[src/sv/scc_pkg.sv]
// Package for the segment CRC compare checker.
// Holds the item structs, operation and status codes, CRC and sizing constants.
// No dependencies.
`timescale 1ns / 1ps

package scc_pkg;

    // Operation codes of an input item.
    localparam logic OP_BEGIN = 1'b0;
    localparam logic OP_PAIR  = 1'b1;

    // Status codes of a result item.
    localparam logic [1:0] STATUS_MATCH     = 2'd0;
    localparam logic [1:0] STATUS_CORRUPTED = 2'd1;
    localparam logic [1:0] STATUS_SKIPPED   = 2'd2;
    localparam logic [1:0] STATUS_UNREAD    = 2'd3;

    // Reflected CRC-32 constants.
    localparam logic [31:0] CRC_POLY = 32'hEDB8_8320;
    localparam logic [31:0] CRC_INIT = 32'hFFFF_FFFF;

    // Sampling limits on the segment length.
    localparam logic [31:0] FULL_LIMIT = 32'd262144;
    localparam logic [31:0] HALF_LIMIT = 32'd1048576;
    // Bits that hold a length up to FULL_LIMIT, and any halved size.
    localparam int          FULL_W     = 19;

    // Division by one hundred: q = (len * DIV100_MUL) >> DIV100_SHIFT, exact for 32 bits.
    localparam logic [31:0] DIV100_MUL   = 32'h51EB_851F;
    localparam int          DIV100_SHIFT = 37;
    localparam int          QUOT_W       = 64 - DIV100_SHIFT;

    // One input item.
    typedef struct packed {
        logic        operation;
        logic [31:0] seg_offset;
        logic [31:0] seg_length;
        logic [7:0]  host_byte;
        logic [7:0]  device_byte;
    } t_in_item;

    // One result item.
    typedef struct packed {
        logic [1:0]  status;
        logic [31:0] host_crc;
        logic [31:0] device_crc;
    } t_out_item;

endpackage

[src/sv/scc_crc8.sv]
// One byte of reflected CRC-32 update, unrolled over the eight bit steps.
// Depends on scc_pkg for the polynomial.
`timescale 1ns / 1ps

module scc_crc8
    import scc_pkg::*;
(
    input  logic [31:0] i_crc,
    input  logic [7:0]  i_byte,
    output logic [31:0] o_crc
);

    // Fold the byte in, then shift out eight bits, adding the polynomial on a one.
    always_comb begin
        logic [31:0] acc;
        acc = i_crc ^ {24'd0, i_byte};
        for (int k = 0; k < 8; k++) begin
            acc = (acc >> 1) ^ (acc[0] ? CRC_POLY : 32'd0);
        end
        o_crc = acc;
    end

endmodule

[src/sv/segment_crc_compare_checker_top.sv]
// Top level of the segment CRC compare checker.
// Depends on scc_pkg and scc_crc8.
//
// Usage:
//   A begin item carries a segment offset and length. The block derives a
//   sampled check size from the length and tests offset plus size against
//   the image size register. Out of range gives a skipped result at once,
//   an empty size gives a match at once; otherwise the following byte-pair
//   items are folded into a host and a device CRC-32, and the last pair of
//   the segment gives a match, corrupted or unread result.
//   Input items and result items use valid/ready; the image size register
//   is written through its own valid/ready channel, which is always ready.
//   Write it only while no segment is in flight; the block does not check.
//   Throughput is one item per cycle while the receiver does not stall.
//   A result reaches the output register through one input register, a
//   stage holding the quotient of the length by one hundred, a stage
//   holding the check size, then the CRC and compare logic feeding the
//   result register. While the receiver stalls, the stages keep taking
//   items until all three hold one behind the waiting result; then input
//   ready falls.
//   Reset clears the pipeline, the running segment and the image size.
`timescale 1ns / 1ps

module segment_crc_compare_checker_top
    import scc_pkg::*;
#(
    parameter int MAX_CHECK_BYTES = 1048576
)
(
    input  logic        i_clk,
    input  logic        i_rst_n,
    input  logic        i_in_valid,
    output logic        o_in_ready,
    input  t_in_item    i_in_item,
    output logic        o_out_valid,
    input  logic        i_out_ready,
    output t_out_item   o_out_item,
    input  logic        i_cfg_valid,
    output logic        o_cfg_ready,
    input  logic [31:0] i_cfg_data
);

    // Width of the byte counter: the cap, or the largest uncapped size.
    localparam int CAP_W = $clog2(MAX_CHECK_BYTES + 1);
    localparam int CNT_W = (CAP_W > FULL_W) ? CAP_W : FULL_W;

    // Configuration register.
    logic [31:0] r_image_size;

    // Stage one: input register.
    logic        r_s1_valid;
    t_in_item    r_s1_item;

    // Stage two: length quotient and length class.
    logic              r_s2_valid;
    logic              r_s2_op;
    logic [31:0]       r_s2_off;
    logic [FULL_W-1:0] r_s2_len_lo;
    logic [QUOT_W-1:0] r_s2_quot;
    logic              r_s2_full;
    logic              r_s2_half;
    logic [7:0]        r_s2_host;
    logic [7:0]        r_s2_dev;

    // Stage three: check size ready for the segment state.
    logic             r_s3_valid;
    logic             r_s3_op;
    logic [31:0]      r_s3_off;
    logic [CNT_W-1:0] r_s3_size;
    logic [7:0]       r_s3_host;
    logic [7:0]       r_s3_dev;

    // Segment state.
    logic             r_busy;
    logic [CNT_W-1:0] r_left;
    logic [31:0]      r_host_acc;
    logic [31:0]      r_dev_acc;
    logic             n_busy;
    logic [CNT_W-1:0] n_left;
    logic [31:0]      n_host_acc;
    logic [31:0]      n_dev_acc;

    // Result register.
    logic      r_out_valid;
    t_out_item r_out_item;

    logic             out_free;
    logic             s3_ready;
    logic             s2_ready;
    logic             s1_ready;
    logic             s3_adv;
    logic [63:0]      quot_prod;
    logic [31:0]      quot_x25;
    logic [31:0]      quot_x50;
    logic [CNT_W-1:0] size_calc;
    logic [32:0]      seg_end;
    logic             over_range;
    logic [31:0]      host_next;
    logic [31:0]      dev_next;
    logic [31:0]      host_final;
    logic [31:0]      dev_final;
    logic             res_valid;
    t_out_item        res_item;

    // Ready ripples back through empty stages, so bubbles are absorbed during a stall.
    assign out_free    = !r_out_valid || i_out_ready;
    assign s3_ready    = !r_s3_valid || out_free;
    assign s2_ready    = !r_s2_valid || s3_ready;
    assign s1_ready    = !r_s1_valid || s2_ready;
    assign s3_adv      = r_s3_valid && out_free;
    assign o_in_ready  = s1_ready;
    assign o_cfg_ready = 1'b1;
    assign o_out_valid = r_out_valid;
    assign o_out_item  = r_out_item;

    // Quotient of the length by one hundred through the reciprocal product.
    assign quot_prod = 64'(r_s1_item.seg_length) * 64'(DIV100_MUL);

    // Sampled size: full, half or a capped quarter of the whole hundreds.
    assign quot_x25 = (32'(r_s2_quot) << 4) + (32'(r_s2_quot) << 3) + 32'(r_s2_quot);
    assign quot_x50 = quot_x25 << 1;

    always_comb begin
        priority if (r_s2_full) begin
            size_calc = CNT_W'(r_s2_len_lo);
        end else if (r_s2_half) begin
            size_calc = CNT_W'(quot_x50);
        end else if (quot_x25 > 32'(MAX_CHECK_BYTES)) begin
            size_calc = CNT_W'(MAX_CHECK_BYTES);
        end else begin
            size_calc = CNT_W'(quot_x25);
        end
    end

    // Range test at full precision.
    assign seg_end    = {1'b0, r_s3_off} + 33'(r_s3_size);
    assign over_range = seg_end > {1'b0, r_image_size};

    // Byte updates of both running CRCs.
    scc_crc8 u_host_crc (
        .i_crc  (r_host_acc),
        .i_byte (r_s3_host),
        .o_crc  (host_next)
    );

    scc_crc8 u_dev_crc (
        .i_crc  (r_dev_acc),
        .i_byte (r_s3_dev),
        .o_crc  (dev_next)
    );

    assign host_final = ~host_next;
    assign dev_final  = ~dev_next;

    // Segment state update and result of the item in stage three.
    always_comb begin
        n_busy     = r_busy;
        n_left     = r_left;
        n_host_acc = r_host_acc;
        n_dev_acc  = r_dev_acc;
        res_valid  = 1'b0;
        res_item   = '0;
        if (r_s3_op == OP_BEGIN) begin
            n_busy     = 1'b0;
            n_left     = '0;
            n_host_acc = CRC_INIT;
            n_dev_acc  = CRC_INIT;
            priority if (over_range) begin
                res_valid       = 1'b1;
                res_item.status = STATUS_SKIPPED;
            end else if (r_s3_size == '0) begin
                res_valid       = 1'b1;
                res_item.status = STATUS_MATCH;
            end else begin
                n_busy = 1'b1;
                n_left = r_s3_size;
            end
        end else if (r_busy) begin
            n_host_acc = host_next;
            n_dev_acc  = dev_next;
            n_left     = r_left - CNT_W'(1);
            if (r_left == CNT_W'(1)) begin
                n_busy              = 1'b0;
                n_host_acc          = CRC_INIT;
                n_dev_acc           = CRC_INIT;
                res_valid           = 1'b1;
                res_item.host_crc   = host_final;
                res_item.device_crc = dev_final;
                priority if (dev_final == 32'd0) begin
                    res_item.status = STATUS_UNREAD;
                end else if (host_final == dev_final) begin
                    res_item.status = STATUS_MATCH;
                end else begin
                    res_item.status = STATUS_CORRUPTED;
                end
            end
        end
    end

    // Control state: stage valids, segment state, result valid, image size.
    always_ff @(posedge i_clk) begin
        if (!i_rst_n) begin
            r_image_size <= '0;
            r_s1_valid   <= 1'b0;
            r_s2_valid   <= 1'b0;
            r_s3_valid   <= 1'b0;
            r_busy       <= 1'b0;
            r_left       <= '0;
            r_host_acc   <= CRC_INIT;
            r_dev_acc    <= CRC_INIT;
            r_out_valid  <= 1'b0;
        end else begin
            if (i_cfg_valid) begin
                r_image_size <= i_cfg_data;
            end
            if (s1_ready) begin
                r_s1_valid <= i_in_valid;
            end
            if (s2_ready) begin
                r_s2_valid <= r_s1_valid;
            end
            if (s3_ready) begin
                r_s3_valid <= r_s2_valid;
            end
            if (s3_adv) begin
                r_busy     <= n_busy;
                r_left     <= n_left;
                r_host_acc <= n_host_acc;
                r_dev_acc  <= n_dev_acc;
            end
            if (s3_adv && res_valid) begin
                r_out_valid <= 1'b1;
            end else if (i_out_ready) begin
                r_out_valid <= 1'b0;
            end
        end
    end

    // Payload registers of the stages and the result.
    always_ff @(posedge i_clk) begin
        if (s1_ready && i_in_valid) begin
            r_s1_item <= i_in_item;
        end
        if (s2_ready && r_s1_valid) begin
            r_s2_op     <= r_s1_item.operation;
            r_s2_off    <= r_s1_item.seg_offset;
            r_s2_len_lo <= r_s1_item.seg_length[FULL_W-1:0];
            r_s2_quot   <= quot_prod[63:DIV100_SHIFT];
            r_s2_full   <= r_s1_item.seg_length <= FULL_LIMIT;
            r_s2_half   <= r_s1_item.seg_length <= HALF_LIMIT;
            r_s2_host   <= r_s1_item.host_byte;
            r_s2_dev    <= r_s1_item.device_byte;
        end
        if (s3_ready && r_s2_valid) begin
            r_s3_op   <= r_s2_op;
            r_s3_off  <= r_s2_off;
            r_s3_size <= size_calc;
            r_s3_host <= r_s2_host;
            r_s3_dev  <= r_s2_dev;
        end
        if (s3_adv && res_valid) begin
            r_out_item <= res_item;
        end
    end

endmodule

[config.mk]
export PLATFORM = sky130hd
export DESIGN_NAME = segment_crc_compare_checker_top
export DESIGN_NICKNAME = d
export VERILOG_FILES = /design/src/sv/scc_pkg.sv /design/src/sv/scc_crc8.sv /design/src/sv/segment_crc_compare_checker_top.sv
export SDC_FILE = /design/constraint.sdc
export NUM_CORES = 2
export LEC_CHECK = 0
export BUFFER_PORTS_ARGS = -buffer_cell sky130_fd_sc_hd__buf_2
export CAP_MARGIN = 30
export CORE_ASPECT_RATIO = 0.75
export CORE_MARGIN = 5
export CORE_UTILIZATION = 30
export CTS_BUF_LIST = sky130_fd_sc_hd__clkbuf_16
export CTS_CLUSTER_SIZE = 10
export DETAILED_ROUTE_END_ITERATION = 7
export GPL_ROUTABILITY_DRIVEN = 1
export HOLD_SLACK_MARGIN = 0.03
export PLACE_DENSITY_LB_ADDON = 0.25
export SYNTH_ARGS = -nofsm -noshare
export SYNTH_HDL_FRONTEND = slang
export SYNTH_SLANG_ARGS = --single-unit
[constraint.sdc]
create_clock -name i_clk -period 12.76 [get_ports i_clk]
set_clock_uncertainty 0.1 [all_clocks]
set_input_delay 0.638 -clock i_clk [delete_from_list [all_inputs] [get_ports i_clk]]
set_output_delay 0.638 -clock i_clk [all_outputs]
set_load 0.05 [all_outputs]
==> Flow_metrics.wiki <==
{| class="wikitable"
! Metric !! Value
|-
| Crit. Startpoint || r_s1_item[29]
|-
| Largest net degree at the start of global routing || between 90 and 100
|-
| Post-route antenna net violation count || 0
|-
| Area of all placed cells without fillers || 42,500 sq um
|-
| PostCTS Resize Cnt || 0
|-
| Clock-pin transition on the worst setup and hold timing paths || 0.06 ns
|-
| Vias per Instance || roughly 4.6
|-
| Critical register-to-register path startpoint || r_s1_item[29]
|-
| Worst slack after detailed placement || approximately 4.4 ns
|-
| Most used standard cell by instance count after synthesis || sky130_fd_sc_hd__inv_1
|-
| Worst slew margin || 29.5%
|-
| Synth Area per Inst || approximately 11 sq um
|-
| Post-layout min period || 8.49 ns
|-
| Hold-fix buffers at CTS || 9
|-
| Tot GR Track Use || 15.9%
|-
| Num CTS Buffers || 52
|-
| Initial cell density of the core || 30.1%
|-
| Number of remaining DRC errors || 0
|-
| Routed wire length || 107,000 um
|-
| Required time at the endpoint of the critical path || ~13 ns
|-
| Worst setup SP type || flip-flop
|-
| Post-synthesis instance area || 38,000 sq um
|-
| Yosys warning count || 0
|-
| Gate count after technology mapping || approximately 3.4k
|-
| Instance area at placement || roughly 41,000 sq um
|-
| Capturing instance or port of the critical path || r_s2_quot[23]
|-
| Transition time of the tightest slew-check pin || around 1.1 ns
|-
| Fraction of layout cells with a size suffix above 1 || 8.51%
|-
| Dominant register cell in the synthesized netlist || sky130_fd_sc_hd__edfxtp_1
|-
| Register-to-register path setup slack || 4.27 ns
|-
| First-pass DRT Iterations || 7
|-
| R2R cell count || 23
|-
| Maximum clock frequency || 118 MHz
|-
| Grt total ovfl || 0
|-
| Count of flip-flops with a built-in enable after synthesis || 313
|-
| Wire length of the first global-routing pass || 162,000 um
|-
| Violation count after the first detailed-route iteration || 1,911
|-
| IO Count || 187
|-
| Overall via count from detail_route || approximately 25k
|-
| DIE AREA || 134,000 sq um
|-
| Width of the die || 421 um
|-
| Minimum setup slack in the final design || 4.27 ns
|-
| Worst path arrival time || a little under 9 ns
|-
| RR Endpoint || r_s2_quot[23]
|-
| CTS tree || yes
|-
| Relative area change from synthesis to final layout || 12.0%
|-
| Final setup violating endpoints || 0
|-
| Critical Setup Path Class || flip-flop to flip-flop
|-
| Final hold violation count || 0
|-
| Core Rows || 113
|-
| RSZ-0062 raised after global routing || no
|-
| Maximum root-to-sink buffer count || 3
|-
| Maximum fanout along the worst path || 11
|-
| # Max-Cap Violations || 0
|-
| Final Wtd Congestion || about 0.9
|-
| Final core area utilization || 33.7%
|-
| Port Buffers || 185
|-
| Net total in the final layout || 4,681
|-
| H-tree lvl count || 2
|-
| Wirelength per Cell || 19.9 um
|-
| Sequential element share of the synthesized area || a little under a third
|-
| Outcome || finished clean
|-
| Vias in the first global route || 25.7k
|-
| Final Cycle Share || between 60% and 70%
|-
| Multi-input gate area || between 20,000 and 25,000 sq um
|-
| Clock latency at the later pin of the worst-skew pair || 0.63 ns
|-
| Number of nets produced by synthesis || 4,480
|-
| Initial antenna violation count || 7
|-
| Final HPWL DP || 87,600 um
|-
| Flip-flop and latch count after synthesis || 435
|-
| Sum Neg Setup Slack || 0 ns
|-
| Post-synth top area share || 24.7%
|-
| Synth area leaders || sky130_fd_sc_hd__edfxtp_1 (25%), sky130_fd_sc_hd__fa_1 (22%), sky130_fd_sc_hd__ha_1 (17%), sky130_fd_sc_hd__inv_1 (6.8%), sky130_fd_sc_hd__dfxtp_1 (6.4%)
|-
| Die height || 318 um
|-
| Async set-reset flop share out of synthesis || 0%
|-
| Worst hold path class || input port to flip-flop
|-
| Cell type with the largest total area after synthesis || sky130_fd_sc_hd__edfxtp_1
|-
| Buffers inserted by post-CTS timing repair || 0
|-
| Final-report max-slew violation count || 0
|-
| Number of fillers in the final layout || about 13k
|-
| Worst Setup End Kind || flip-flop
|-
| Post-synthesis cell type count || 89
|-
| Cell types with the highest counts after synthesis || sky130_fd_sc_hd__inv_1 (689), sky130_fd_sc_hd__ha_1 (503), sky130_fd_sc_hd__fa_1 (413)
|-
| CTS root buffer || sky130_fd_sc_hd__clkbuf_16
|-
| Standard cell core area || 126,000 sq um
|-
| Reg area || 11,800 sq um
|-
| Clk sinks || ~440
|}
flip-flops by register name, indices dropped and copies added, names as in the netlist:
register,flops
r_s2_half,1
o_out_valid,1
r_s2_off,32
r_s3_valid,1
o_out_item,66
r_s3_size,21
r_s3_off,32
r_s3_op,1
r_s2_len_lo,19
r_s1_item,81
r_s2_op,1
r_s3_host,8
r_s2_host,8
r_s1_valid,1
r_host_acc,32
r_s2_full,1
r_left,21
r_s2_dev,8
r_s2_valid,1
r_s2_quot,26
r_dev_acc,32
r_image_size,32
r_s3_dev,8
r_busy,1
metal layers:
layer / vias to the layer above / track usage (%) / routed length, um
met5: - / 0 / 0
met1: 12300 / 24.1 / 52600
met3: 99 / 4.24 / 8630
met2: 700 / 22.6 / 43500
met4: 0 / 3.03 / 1770
li1: 11800 / - / -
stage by stage:
stage | hold slack (ns) | std cells
3_5_place_dp | 0.305 | 5251
5_1_grt | 0.0428 | 5360
6_report | 0.0923 | 5360
2_1_floorplan | 0.300 | 3446
4_1_cts | 0.0306 | 5358
3_3_place_gp | 0.301 | 5250
worst max-delay path, stage by stage, from the launching register on:
cell	delay [ns]
sky130_fd_sc_hd__edfxtp_1	0.73
sky130_fd_sc_hd__inv_1	0.21
sky130_fd_sc_hd__ha_1	0.38
sky130_fd_sc_hd__fa_1	0.54
sky130_fd_sc_hd__fa_1	0.52
sky130_fd_sc_hd__inv_1	0.05
sky130_fd_sc_hd__fa_1	0.57
sky130_fd_sc_hd__inv_1	0.06
sky130_fd_sc_hd__fa_1	0.51
sky130_fd_sc_hd__fa_1	0.44
sky130_fd_sc_hd__fa_1	0.49
sky130_fd_sc_hd__inv_1	0.05
sky130_fd_sc_hd__fa_1	0.47
sky130_fd_sc_hd__inv_1	0.04
sky130_fd_sc_hd__ha_1	0.30
sky130_fd_sc_hd__nand4_1	0.22
sky130_fd_sc_hd__or2_2	0.36
sky130_fd_sc_hd__nor4bb_1	0.46
sky130_fd_sc_hd__a2111oi_0	0.20
sky130_fd_sc_hd__or2_2	0.39
sky130_fd_sc_hd__o21ai_0	0.56
sky130_fd_sc_hd__a31o_2	0.30
sky130_fd_sc_hd__a31oi_1	0.11
sky130_fd_sc_hd__xnor2_1	0.17
cell type report:
class | count | share of cell area (%)
multi-input cells | 2252 | 54.8
clock buffers | 52 | 3.06
flip-flops and latches | 435 | 27.8
inverters | 689 | 6.08
repair buffers | 217 | 2.80
well taps | 1667 | 4.90
clock inverters | 46 | 0.547
diodes | 2 | 0.0118
placed cells by master (no fill, tap or decap), drive strengths merged, types with 101 or more instances in the layout:
cell type,instances
inv,728
xnor2,165
fa,413
buf,208
a21oi,101
dfxtp,122
edfxtp,313
nand2,168
nor2,128
ha,503
worst min path at each step:
stage / start / cells past startpoint / slack, ns / end
after floorplan: r_s1_item[0] / 0 / 0.30 / r_s2_dev[0]
after global placement: r_s2_dev[2] / 0 / 0.30 / r_s3_dev[2]
after detailed placement: r_s1_item[7] / 0 / 0.30 / r_s2_dev[7]
after CTS: i_in_item[67] / 1 / 0.03 / r_s1_item[67]
after global routing: i_in_item[67] / 1 / 0.04 / r_s1_item[67]
final: i_in_item[47] / 1 / 0.09 / r_s1_item[47]
logic make-up after synthesis:
logic type | count (synthesis) | synth area share [%]
and+or+nand+nor | 600 | 7.82
xor gates and xnor gates | 267 | 6.35
DFF | 435 | 31.2
adders and majority gates | 916 | 38.3
buffers and inverters | 759 | 7.70
muxes | 34 | 0.896
other | 1 | 0.00987
AOI/OAI and AO/OA | 434 | 7.72
Power is not shown: default switching activity piles up to over one toggle a cycle in this logic, so the estimate is an artifact.
